$ cat config.mk
export PLATFORM = sky130hd
export DESIGN_NAME = farthest_free_place_picker
export DESIGN_NICKNAME = d
export VERILOG_FILES = /design/src/rtl/core/ffp_pkg.sv /design/src/rtl/core/farthest_free_place_picker.sv /design/src/rtl/core/ffp_ram.sv /design/src/rtl/core/ffp_scan.sv
export SDC_FILE = /design/constraint.sdc
export NUM_CORES = 2
export LEC_CHECK = 0
export BUFFER_PORTS_ARGS = -buffer_cell sky130_fd_sc_hd__buf_4
export CAP_MARGIN = 40
export CORE_UTILIZATION = 45
export DETAILED_ROUTE_END_ITERATION = 7
export MAX_ROUTING_LAYER = met4
export PLACE_DENSITY = 0.57
export REMOVE_ABC_BUFFERS = 1
export SLEW_MARGIN = 10
export SYNTH_ARGS = -nofsm -noshare
export SYNTH_HDL_FRONTEND = slang
export SYNTH_SLANG_ARGS = --single-unit
$ cat constraint.sdc
create_clock -name clk -period 8.6 [get_ports clk]
set_input_delay 1.72 -clock clk [delete_from_list [all_inputs] [get_ports clk]]
set_output_delay 1.72 -clock clk [all_outputs]
set_load 0.005 [all_outputs]
$ cat src/rtl/core/ffp_pkg.sv
`default_nettype none

package ffp_pkg;

  // Field widths of the transactions
  localparam int PLACE_W = 7;
  localparam int BEST_W  = 7;

  // Operation codes
  localparam logic OP_TAKE = 1'b0;
  localparam logic OP_UNDO = 1'b1;

  typedef struct packed {
    logic               operation;
    logic [PLACE_W-1:0] place;
  } in_t;

  typedef struct packed {
    logic [BEST_W-1:0] best_place;
    logic              answer_valid;
    logic              rejected;
  } out_t;

endpackage

`default_nettype wire

$ cat src/rtl/core/farthest_free_place_picker.sv
// Sequence: a take runs S_IDLE, S_OCC_RD, S_SCAN, S_DONE; an undo adds S_POP_RD
//   before S_OCC_RD; a rejected item goes from S_IDLE straight to S_SCAN.
// Throughput: one transaction at a time; the next is taken only once S_DONE has loaded
//   the result and the sequencer is back in S_IDLE; the scan reads one place per cycle.
// Reset: synchronous active-low rst_n; afterwards a clearing pass zeroes the
//   occupancy RAM with in_stall held high.
`default_nettype none

module farthest_free_place_picker #(
  parameter int NUM_PLACES  = 100,
  parameter int STACK_DEPTH = 256
) (
  input  wire logic          clk,
  input  wire logic          rst_n,
  input  wire logic          in_valid,
  output logic               in_stall,
  input  wire ffp_pkg::in_t  in_data,
  output logic               out_valid,
  input  wire logic          out_stall,
  output ffp_pkg::out_t      out_data
);

  localparam int PW  = $clog2(NUM_PLACES + 1);       // place number width
  localparam int OAW = $clog2(NUM_PLACES);           // occupancy RAM address
  localparam int CW  = $clog2(STACK_DEPTH + 1);      // count / fill width
  localparam int SAW = (STACK_DEPTH > 1) ? $clog2(STACK_DEPTH) : 1;
  localparam int XW  = (PW > ffp_pkg::PLACE_W) ? PW : ffp_pkg::PLACE_W;
  localparam int BW  = ffp_pkg::BEST_W;

  typedef enum logic [2:0] {
    S_CLEAR,   // post-reset sweep of the occupancy RAM
    S_IDLE,    // ready for a transaction
    S_POP_RD,  // undo: stack top arrives
    S_OCC_RD,  // count arrives, write back +1 / -1
    S_SCAN,    // stream all counts through the gap tracker
    S_DONE     // load the result register
  } state_t;

  state_t         state_r, state_nxt;
  logic [CW-1:0]  fill_r, fill_nxt;
  logic [OAW-1:0] clr_r, clr_nxt;
  logic [OAW-1:0] op_addr_r, op_addr_nxt;
  logic           dec_r, dec_nxt;
  logic           rej_r, rej_nxt;
  logic [PW-1:0]  scan_r, scan_nxt;
  logic           smp_vld_r, smp_vld_nxt;
  logic [PW-1:0]  smp_place_r, smp_place_nxt;
  logic           out_valid_r, out_valid_nxt;
  ffp_pkg::out_t  out_data_r, out_data_nxt;

  // Occupancy RAM ports
  logic           occ_we;
  logic [OAW-1:0] occ_waddr, occ_raddr;
  logic [CW-1:0]  occ_wdata, occ_rdata;

  // Undo stack RAM ports
  logic           stk_we;
  logic [SAW-1:0] stk_waddr, stk_raddr;
  logic [ffp_pkg::PLACE_W-1:0] stk_rdata;

  logic           accept;
  logic           place_ok, stack_full;
  logic [OAW-1:0] in_addr, top_addr;
  logic [PW-1:0]  scan_best;
  logic           scan_clr;

  assign accept     = in_valid && !in_stall;
  assign in_stall   = (state_r != S_IDLE);
  assign out_valid  = out_valid_r;
  assign out_data   = out_data_r;

  assign place_ok   = (in_data.place != '0) && (XW'(in_data.place) <= XW'(NUM_PLACES));
  assign stack_full = (fill_r == CW'(STACK_DEPTH));
  assign in_addr    = OAW'(XW'(in_data.place) - XW'(1));
  assign top_addr   = OAW'(XW'(stk_rdata) - XW'(1));

  // Push writes at the current fill; pop reads one below it
  assign stk_waddr  = SAW'(fill_r);
  assign stk_raddr  = SAW'(fill_r - CW'(1));
  assign stk_we     = accept && (in_data.operation == ffp_pkg::OP_TAKE) &&
                      place_ok && !stack_full;

  assign scan_clr   = (state_r != S_SCAN) && (state_r != S_DONE);

  always_comb begin
    state_nxt     = state_r;
    fill_nxt      = fill_r;
    clr_nxt       = clr_r;
    op_addr_nxt   = op_addr_r;
    dec_nxt       = dec_r;
    rej_nxt       = rej_r;
    scan_nxt      = '0;
    smp_vld_nxt   = 1'b0;
    smp_place_nxt = smp_place_r;
    out_valid_nxt = out_valid_r && out_stall;
    out_data_nxt  = out_data_r;
    occ_we        = 1'b0;
    occ_waddr     = op_addr_r;
    occ_wdata     = '0;
    occ_raddr     = '0;

    case (state_r)
      S_CLEAR: begin
        occ_we    = 1'b1;
        occ_waddr = clr_r;
        clr_nxt   = clr_r + OAW'(1);
        if (clr_r == OAW'(NUM_PLACES - 1)) begin
          state_nxt = S_IDLE;
        end
      end
      S_IDLE: begin
        occ_raddr = in_addr;
        if (accept) begin
          rej_nxt = 1'b0;
          if (in_data.operation == ffp_pkg::OP_TAKE) begin
            if (!place_ok || stack_full) begin
              rej_nxt   = 1'b1;
              state_nxt = S_SCAN;
            end else begin
              fill_nxt    = fill_r + CW'(1);
              op_addr_nxt = in_addr;
              dec_nxt     = 1'b0;
              state_nxt   = S_OCC_RD;
            end
          end else begin
            if (fill_r == '0) begin
              rej_nxt   = 1'b1;
              state_nxt = S_SCAN;
            end else begin
              fill_nxt  = fill_r - CW'(1);
              dec_nxt   = 1'b1;
              state_nxt = S_POP_RD;
            end
          end
        end
      end
      S_POP_RD: begin
        occ_raddr   = top_addr;
        op_addr_nxt = top_addr;
        state_nxt   = S_OCC_RD;
      end
      S_OCC_RD: begin
        // counts never go below zero
        occ_waddr = op_addr_r;
        if (dec_r) begin
          occ_we    = (occ_rdata != '0);
          occ_wdata = occ_rdata - CW'(1);
        end else begin
          occ_we    = 1'b1;
          occ_wdata = occ_rdata + CW'(1);
        end
        state_nxt = S_SCAN;
      end
      S_SCAN: begin
        occ_raddr = OAW'(scan_r);
        if (scan_r != PW'(NUM_PLACES)) begin
          scan_nxt      = scan_r + PW'(1);
          smp_vld_nxt   = 1'b1;
          smp_place_nxt = scan_r + PW'(1);
        end else begin
          state_nxt = S_DONE;
        end
      end
      S_DONE: begin
        if (!out_valid_r || !out_stall) begin
          out_valid_nxt             = 1'b1;
          out_data_nxt.answer_valid = (fill_r != '0);
          out_data_nxt.rejected     = rej_r;
          out_data_nxt.best_place   = (fill_r != '0) ? BW'(scan_best) : '0;
          state_nxt                 = S_IDLE;
        end
      end
      default: begin
        state_nxt = S_IDLE;
      end
    endcase
  end

  always_ff @(posedge clk) begin
    if (!rst_n) begin
      state_r     <= S_CLEAR;
      fill_r      <= '0;
      clr_r       <= '0;
      scan_r      <= '0;
      smp_vld_r   <= 1'b0;
      out_valid_r <= 1'b0;
      rej_r       <= 1'b0;
      dec_r       <= 1'b0;
    end else begin
      state_r     <= state_nxt;
      fill_r      <= fill_nxt;
      clr_r       <= clr_nxt;
      scan_r      <= scan_nxt;
      smp_vld_r   <= smp_vld_nxt;
      out_valid_r <= out_valid_nxt;
      rej_r       <= rej_nxt;
      dec_r       <= dec_nxt;
      op_addr_r   <= op_addr_nxt;
      smp_place_r <= smp_place_nxt;
      out_data_r  <= out_data_nxt;
    end
  end

  ffp_ram #(
    .WIDTH (CW),
    .DEPTH (NUM_PLACES)
  ) u_occ_ram (
    .clk   (clk),
    .we    (occ_we),
    .waddr (occ_waddr),
    .wdata (occ_wdata),
    .raddr (occ_raddr),
    .rdata (occ_rdata)
  );

  ffp_ram #(
    .WIDTH (ffp_pkg::PLACE_W),
    .DEPTH (STACK_DEPTH)
  ) u_stk_ram (
    .clk   (clk),
    .we    (stk_we),
    .waddr (stk_waddr),
    .wdata (in_data.place),
    .raddr (stk_raddr),
    .rdata (stk_rdata)
  );

  ffp_scan #(
    .NUM_PLACES (NUM_PLACES)
  ) u_scan (
    .clk      (clk),
    .rst_n    (rst_n),
    .clr      (scan_clr),
    .smp_vld  (smp_vld_r),
    .occupied (occ_rdata != '0),
    .place    (smp_place_r),
    .single   (fill_r == CW'(1)),
    .best     (scan_best)
  );

  // Stack fill stays within its depth
  a_fill_bound: assert property (@(posedge clk) disable iff (!rst_n)
    fill_r <= CW'(STACK_DEPTH))
    else $error("stack fill beyond depth");

  // Accepted transaction always leaves idle
  a_leave_idle: assert property (@(posedge clk) disable iff (!rst_n)
    accept |=> state_r != S_IDLE)
    else $error("transaction accepted but sequencer stayed idle");

  // Empty set reports no place
  a_empty_zero: assert property (@(posedge clk) disable iff (!rst_n)
    out_valid_r && !out_data_r.answer_valid |-> out_data_r.best_place == '0)
    else $error("place reported on empty set");

  // Occupancy RAM is written only by the sweep or the count update
  a_occ_write: assert property (@(posedge clk) disable iff (!rst_n)
    occ_we |-> state_r == S_CLEAR || state_r == S_OCC_RD)
    else $error("stray occupancy write");

  // Undo on empty stack leaves fill at zero
  a_undo_empty: assert property (@(posedge clk) disable iff (!rst_n)
    accept && in_data.operation == ffp_pkg::OP_UNDO && fill_r == '0 |=> fill_r == '0)
    else $error("fill moved on rejected undo");

endmodule

`default_nettype wire

$ cat src/rtl/core/ffp_ram.sv
`default_nettype none

module ffp_ram #(
  parameter int WIDTH = 8,
  parameter int DEPTH = 16
) (
  input  wire logic                                   clk,
  input  wire logic                                   we,
  input  wire logic [((DEPTH > 1) ? $clog2(DEPTH) : 1)-1:0] waddr,
  input  wire logic [WIDTH-1:0]                       wdata,
  input  wire logic [((DEPTH > 1) ? $clog2(DEPTH) : 1)-1:0] raddr,
  output logic      [WIDTH-1:0]                       rdata
);

  logic [WIDTH-1:0] mem [DEPTH];

  always_ff @(posedge clk) begin
    if (we) begin
      mem[waddr] <= wdata;
    end
    rdata <= mem[raddr];
  end

endmodule

`default_nettype wire

$ cat src/rtl/core/ffp_scan.sv
`default_nettype none

// Gap tracker: consumes one place per cycle in ascending order, then picks.
module ffp_scan #(
  parameter int NUM_PLACES = 100
) (
  input  wire logic                              clk,
  input  wire logic                              rst_n,
  input  wire logic                              clr,
  input  wire logic                              smp_vld,
  input  wire logic                              occupied,
  input  wire logic [$clog2(NUM_PLACES+1)-1:0]   place,
  input  wire logic                              single,
  output logic      [$clog2(NUM_PLACES+1)-1:0]   best
);

  localparam int PW = $clog2(NUM_PLACES + 1);

  logic [PW-1:0] first_r, prev_r, gap_r, gplace_r;
  logic [PW-1:0] gap_dist;
  logic [PW-1:0] left_dist, right_dist, interior;

  assign gap_dist = (place - prev_r) >> 1;

  always_ff @(posedge clk) begin
    if (!rst_n || clr) begin
      first_r  <= '0;
      prev_r   <= '0;
      gap_r    <= '0;
      gplace_r <= '0;
    end else if (smp_vld && occupied) begin
      if (first_r == '0) begin
        first_r <= place;
      end else if (gap_dist > gap_r) begin
        gap_r    <= gap_dist;
        gplace_r <= place - gap_dist;
      end
      prev_r <= place;
    end
  end

  // End distances against the best halved gap; ties fall to the interior
  assign left_dist  = first_r - PW'(1);
  assign right_dist = PW'(NUM_PLACES) - prev_r;
  assign interior   = single ? first_r : gplace_r;

  always_comb begin
    if (left_dist > gap_r && left_dist > right_dist) begin
      best = PW'(1);
    end else if (right_dist > gap_r && right_dist > left_dist) begin
      best = PW'(NUM_PLACES);
    end else begin
      best = interior;
    end
  end

endmodule

`default_nettype wire

* After elaboration in Yosys (flattened, before gate mapping)
Memory sizes are Yosys's and may differ from the RTL's. A register that Yosys moved wholly into a read port is not among the register bits.
Cells that the tools add are included.
W data, S select, Z words.
** Word-level totals
- Memories kept :: 2
- Bits in writable memories :: 2692
- Input bits :: 12
- Output and inout bits :: 11
- ROM bits :: 0
- Latch bits :: 0
- Flip-flop bits (word level) :: 80
** Operators by class
- Order comparisons :: 6
- Div/mod/pow operators :: 0
- Shift-type cells :: 0
- Multipliers :: 0
- Equal/unequal tests :: 20
- Multiplexer cells :: 37
- Bitwise gates (word level) :: 3
- Add/subtract/negate cells :: 12
- Reductions and logical operators :: 37
** Memory list
- u_stk_ram.mem :: depth 256, width 7, rd ports 1, clocked after memory_dff 1, write ports 1, line ffp_ram.sv:15 : logic [WIDTH-1:0] mem [DEPTH];
- u_occ_ram.mem :: depth 100, width 9, rd ports 1, clocked after memory_dff 1, write ports 1, line ffp_ram.sv:15
** Operator list (count)
- $mux W9 :: 5
- $mux W7 :: 6
- $mux W3 :: 7
- $pmux W7 S3 :: 1
- $sub A7 B1 Y7 const B :: 3
- $add A9 B1 Y9 const B :: 2
- $pmux W3 S6 :: 1
- $reduce_bool A9 Y1 :: 2
- $sub A9 B1 Y9 const B :: 2
- $ne A2 B2 Y1 const B :: 8
- $mux W1 :: 15
- $add A7 B1 Y7 const B :: 2
- $gt A7 B6 Y1 :: 2
- $gt A7 B7 Y1 :: 2
- $pmux W7 S2 :: 1
- $logic_and A1 B1 Y1 :: 10
- $eq A9 B1 Y1 const B :: 1
- $eq A9 B9 Y1 const B :: 1
- $logic_not A9 Y1 :: 1
- $reduce_and A3 Y1 :: 3
- $reduce_and A4 Y1 :: 2
- $eq A7 B7 Y1 const B :: 1
- $le A7 B7 Y1 const B :: 1
- $logic_not A7 Y1 :: 1
- 21 further kinds :: 35

* Longest topological paths before layout
- Depth in word-level cells :: 8
- Depth in mapped cells :: 16
- Gate-level depth less buffers :: 16

* By module
Synthesis repeated with hierarchy kept, for this count alone.
** Second synthesis, totals
- Cell total of the unflattened synthesis :: 5568
- Area, all modules :: 110966.4 µm²
** Modules (own cells, without submodules)
- ffp_ram (u_stk_ram) :: cells each 3381, instances 1, area an instance 70197.3 µm²
- ffp_ram (u_occ_ram) :: cells each 1516, instances 1, area an instance 34917.2 µm²
- farthest_free_place_picker :: cells each 377, instances 1, area an instance 3478.3 µm²
- ffp_scan :: cells each 294, instances 1, area an instance 2373.5 µm²

* Worst setup path after synthesis
Ideal clock, no wire load.
- Path kind :: register to register
- Start :: register dec_r
- End :: memory u_occ_ram.mem[0][8] (netlist name), data pin
- Library setup time :: 0.667 ns
- Data arrival time :: 4.179 ns
- Stages on the path, launching flop included :: 10
- Setup slack :: 3.754 ns
- Path buffers :: 0
- Cells stage by stage :: dfxtp_1 > fa_1 > a21o_1 > a21oi_1 > o21bai_1 > a21oi_1 > o21bai_1 > a21oi_1 > xnor2_1 > nor2_1
** On the way
- Word-level cells in the longest chain between the ends :: 2
** RTL lines
- from (decl) :: line farthest_free_place_picker.sv:43 : logic dec_r, dec_nxt;
- from (signal assigned) :: line farthest_free_place_picker.sv:197 : dec_r <= dec_nxt;
- $mux W9 :: line farthest_free_place_picker.sv:145 : if (dec_r) begin
- $mux W9 :: line farthest_free_place_picker.sv:102 : case (state_r)
- via occ_wdata[8] :: line farthest_free_place_picker.sv:54 : logic [CW-1:0] occ_wdata, occ_rdata;
- to (decl) :: line ffp_ram.sv:15
The timed path passes the listed nets, and every way through them passes these cells.

* Final worst setup path
- Start :: register fill_r[0]
- End :: register u_stk_ram.rdata[5], read port of u_stk_ram.mem
** On the way
- Word-level cells in the longest chain between the ends :: 1
** RTL lines
- from (decl) :: line farthest_free_place_picker.sv:40 : logic [CW-1:0] fill_r, fill_nxt;
- from (signal assigned) :: line farthest_free_place_picker.sv:191 : fill_r <= fill_nxt;
- $sub A9 B1 Y9
- to (decl) :: line ffp_ram.sv:12 : output logic [WIDTH-1:0] rdata
No other way between the ends.
A chain may end at the register's enable or synchronous reset.

==> run_results.csv <==
group,metric,value,unit
run_status,outcome,"complete, no violations",
detailed_routing,drc,0,
pwr,peakVddDrop,0.238,mV
placement,place_inst,9475,
global_routing,grt_pass1_vias,58400,
sta,slew_headroom,33.2,%
pwr,leakage,38.3,nW
clocking,clockBufferDepth,4,
final_layout,final_area,125000,um^2
synthesis,ys_warn_count,0,
clocking,htreeDepth,5,
synthesis,syn_inst,6412,
synthesis,async_flop_share,0,%
synthesis,synth.most_common_cell,"edfxtp_1",
clocking,path_clk_slew,70,ps
worst_hold_path,hold_class,"flip-flop to flip-flop",
final_layout,fin_nets,6639,
detailed_routing,post_drt_wl_per_cell,28.3,um
global_routing,antenna_found_initial,6,
global_routing,grt_pass1_wl,414,mm
sta,timing.final.ws_setup,3400,ps
synthesis,synth_seq_cells,2788,
clocking,ctsResizeCount,0,
job,cap_violations,0,
synthesis,synth_edf_count,2715,
detailed_routing,drt_wl_total,283,mm
detailed_routing,viasPerCell,5.88,
pwr,p_per_area,271,nW/um^2
clocking,cts.root.buffer_cell,"clkbuf_16",
sta,hold_viol,0,
clocking,clock_latency,940,ps
critical_path,start_kind,"flip-flop",
critical_path,critPathArrivalTime,5970,ps
clocking,cts.sinks,2788,
synthesis,yosysUniqueCellTypes,67,
critical_path,cp_cell_sequence,"inv_1, ha_1, xnor2_2, buf_4, buf_4, mux4_2, nand2_1, nand3_1, o21ai_0, o22ai_1, a221o_1",
critical_path,cp_max_fo,36,
sta,min_period_over_period,60.5,%
sta,maxSlewViolCount,0,
final_layout,area_delta_synth_final,12.8,%
final_layout,drive_gt1_share,18.4,%
global_routing,grt_overflow,0,
critical_path,slowest_delay,760,ps
synthesis,yosysTopAreaCellShare,73.4,%
die,io_pins,23,
final_layout,layout.cells.non_filler,9996,
global_routing,grt_usage,23.4,%
sta,worst_slew_pin_slew,1000,ps
critical_path,cp_common_cell,"buf_4",
sta,fmax,0.192,GHz
global_routing,grt_max_degree,167,
die,start_util,45.2,%
placement,hpwlAfterDp,169,mm
die,die-area,249000,um^2
synthesis,postSynthAreaPerCell,17.3,um^2
placement,io_buffers,22,
synthesis,syn_area,111000,um^2
placement,post-place-ws,2670,ps
final_layout,fillers,19800,
detailed_routing,firstDrtPassIters,6,
die,coreArea,246000,um^2
die,die_y,499,um
detailed_routing,ant_nets,0,
clocking,cts_tree,"done",
placement,placed_area,116000,um^2
synthesis,yosys.area.top_type,"edfxtp_1",
placement,routabilityCongestion,0.839,
pwr,power,34.0,mW
sta,fin_tns_setup,0,ps
die,rows,182,
critical_path,crit_slowest_cell,"dfxtp_4",
synthesis,netlist_top_cells_count,"edfxtp_1 (2715), nand2_1 (865), mux4_2 (560)",
synthesis,synth_ff_type,"edfxtp_1",
sta,period_needed,5200,ps
clocking,cts_setup_buffers,0,
critical_path,crit_path_end_kind,"flip-flop",
clocking,holdBufCountCts,0,
clocking,numCtsBuffers,305,
sta,skew,54.7,ps
synthesis,synth-seq-area-share,74.7,%
die,fp.dieW,499,um
sta,setup_violations,0,
critical_path,worstSetupPathType,"flip-flop to flip-flop",
detailed_routing,routed-via-count,58800,
critical_path,cp.required,9370,ps
synthesis,synthTopCellsByArea,"edfxtp_1 (73%), mux4_2 (11%), nand2_1 (2.9%)",
sta,rsz0062_at_grt,"no",
detailed_routing,drt_iter0_markers,6286,
worst paths after layout:
path | slack (ps) | startpoint | end | cells after the start
hold reg to reg | 460 | u_scan.gplace_r[0]$_SDFFE_PP0P_ | u_scan.gplace_r[0]$_SDFFE_PP0P_ | 2
setup / recovery | 3400 | fill_r[0]$_SDFFE_PN0P_ | u_stk_ram.rdata[5]$_DFF_P_ | 11
hold / removal | 460 | u_scan.gplace_r[0]$_SDFFE_PP0P_ | u_scan.gplace_r[0]$_SDFFE_PP0P_ | 2
setup reg to reg | 3400 | fill_r[0]$_SDFFE_PN0P_ | u_stk_ram.rdata[5]$_DFF_P_ | 11
state kept, by name, indices dropped and copies added (netlist names):
name	count
op_addr_r	7
scan_r	7
state_r	3
u_occ_ram.rdata	9
clr_r	7
u_scan.gplace_r	7
u_scan.first_r	7
u_stk_ram.rdata	7
dec_r	1
u_occ_ram.mem	900
smp_vld_r	1
u_scan.prev_r	7
smp_place_r	7
out_valid	1
out_data	9
fill_r	9
u_stk_ram.mem	1792
u_scan.gap_r	6
rej_r	1
stage by stage:
| stage | utilization [%] | hold WS, ps |
|---|---|---|
| 2_1_floorplan | - | 408 |
| 3_3_place_gp | 46.8 | 454 |
| 3_5_place_dp | 47.2 | 450 |
| 4_1_cts | 51.0 | 458 |
| 5_1_grt | 51.0 | 498 |
| 6_report | 51.0 | 458 |
cells in the final DEF, fill, tap and decap left out, types with 18 or more instances in the layout:
cell type	n
dfxtp_1	72
mux2i_1	110
a21oi_1	121
and2_1	28
nand2_1	853
nand4_1	37
nor2_1	473
ha_1	56
inv_1	52
a31oi_1	31
clkbuf_16	314
a32oi_1	29
buf_4	171
bufinv_16	18
a221oi_1	42
edfxtp_1	2715
clkbuf_1	55
clkinv_1	57
nor3_1	39
a211oi_1	21
o21ai_0	27
xnor2_1	39
clkinv_2	43
mux4_2	560
nand3_1	479
report_power, final:
part           internal (mW)  switching, mW  total (mW)
combinational           2.16           4.20        6.35
clock                   7.22           5.12        12.3
sequential              15.1          0.152        15.3
metal layers:
layer | global-route usage [%] | vias to the layer above | share of wire (%)
li1 | - | 25400 | -
met1 | 31.6 | 30700 | 42
met2 | 37.1 | 2175 | 49
met3 | 3.39 | 474 | 6.3
met4 | 6.79 | 0 | 2.9
met5 | - | - | 0
cell type report:
| cell class | instances | area (um^2) | share of cell area (%) |
|---|---|---|---|
| sequential | 2788 | 83000 | 66.2 |
| timing repair buffer | 223 | 2230 | 1.78 |
| clock buffer | 374 | 8130 | 6.49 |
| tap | 3220 | 4030 | 3.21 |
| antenna | 5 | 12.5 | 0.00998 |
| clock inverter | 137 | 1140 | 0.911 |
| multi-input combinational | 3196 | 26600 | 21.2 |
| inverter | 53 | 199 | 0.159 |
critical path, delay by kind of cell (launching register included):
family	cells	cell delay, ps
AOI/OAI and AO/OA	3	1140
and+or+nand+nor	2	250
xor gates and xnor gates	1	190
DFF	1	760
adders and majority gates	1	380
buffers and inverters	3	1690
muxes	1	610
cell families (layout without fill, tap and decap cells):
group | after synthesis | count (layout) | share of synthesized area, %
compound gates | 376 | 376 | 2.29
xor+xnor | 61 | 61 | 0.481
fa+ha+maj | 60 | 60 | 0.696
buf+inv | 428 | 787 | 1.65
flops | 2788 | 2788 | 74.7
mux | 670 | 670 | 12.3
other cells | 0 | 5 | 0
simple gates | 2029 | 2029 | 7.87
Note: power is estimated with default switching activity, not from simulation.
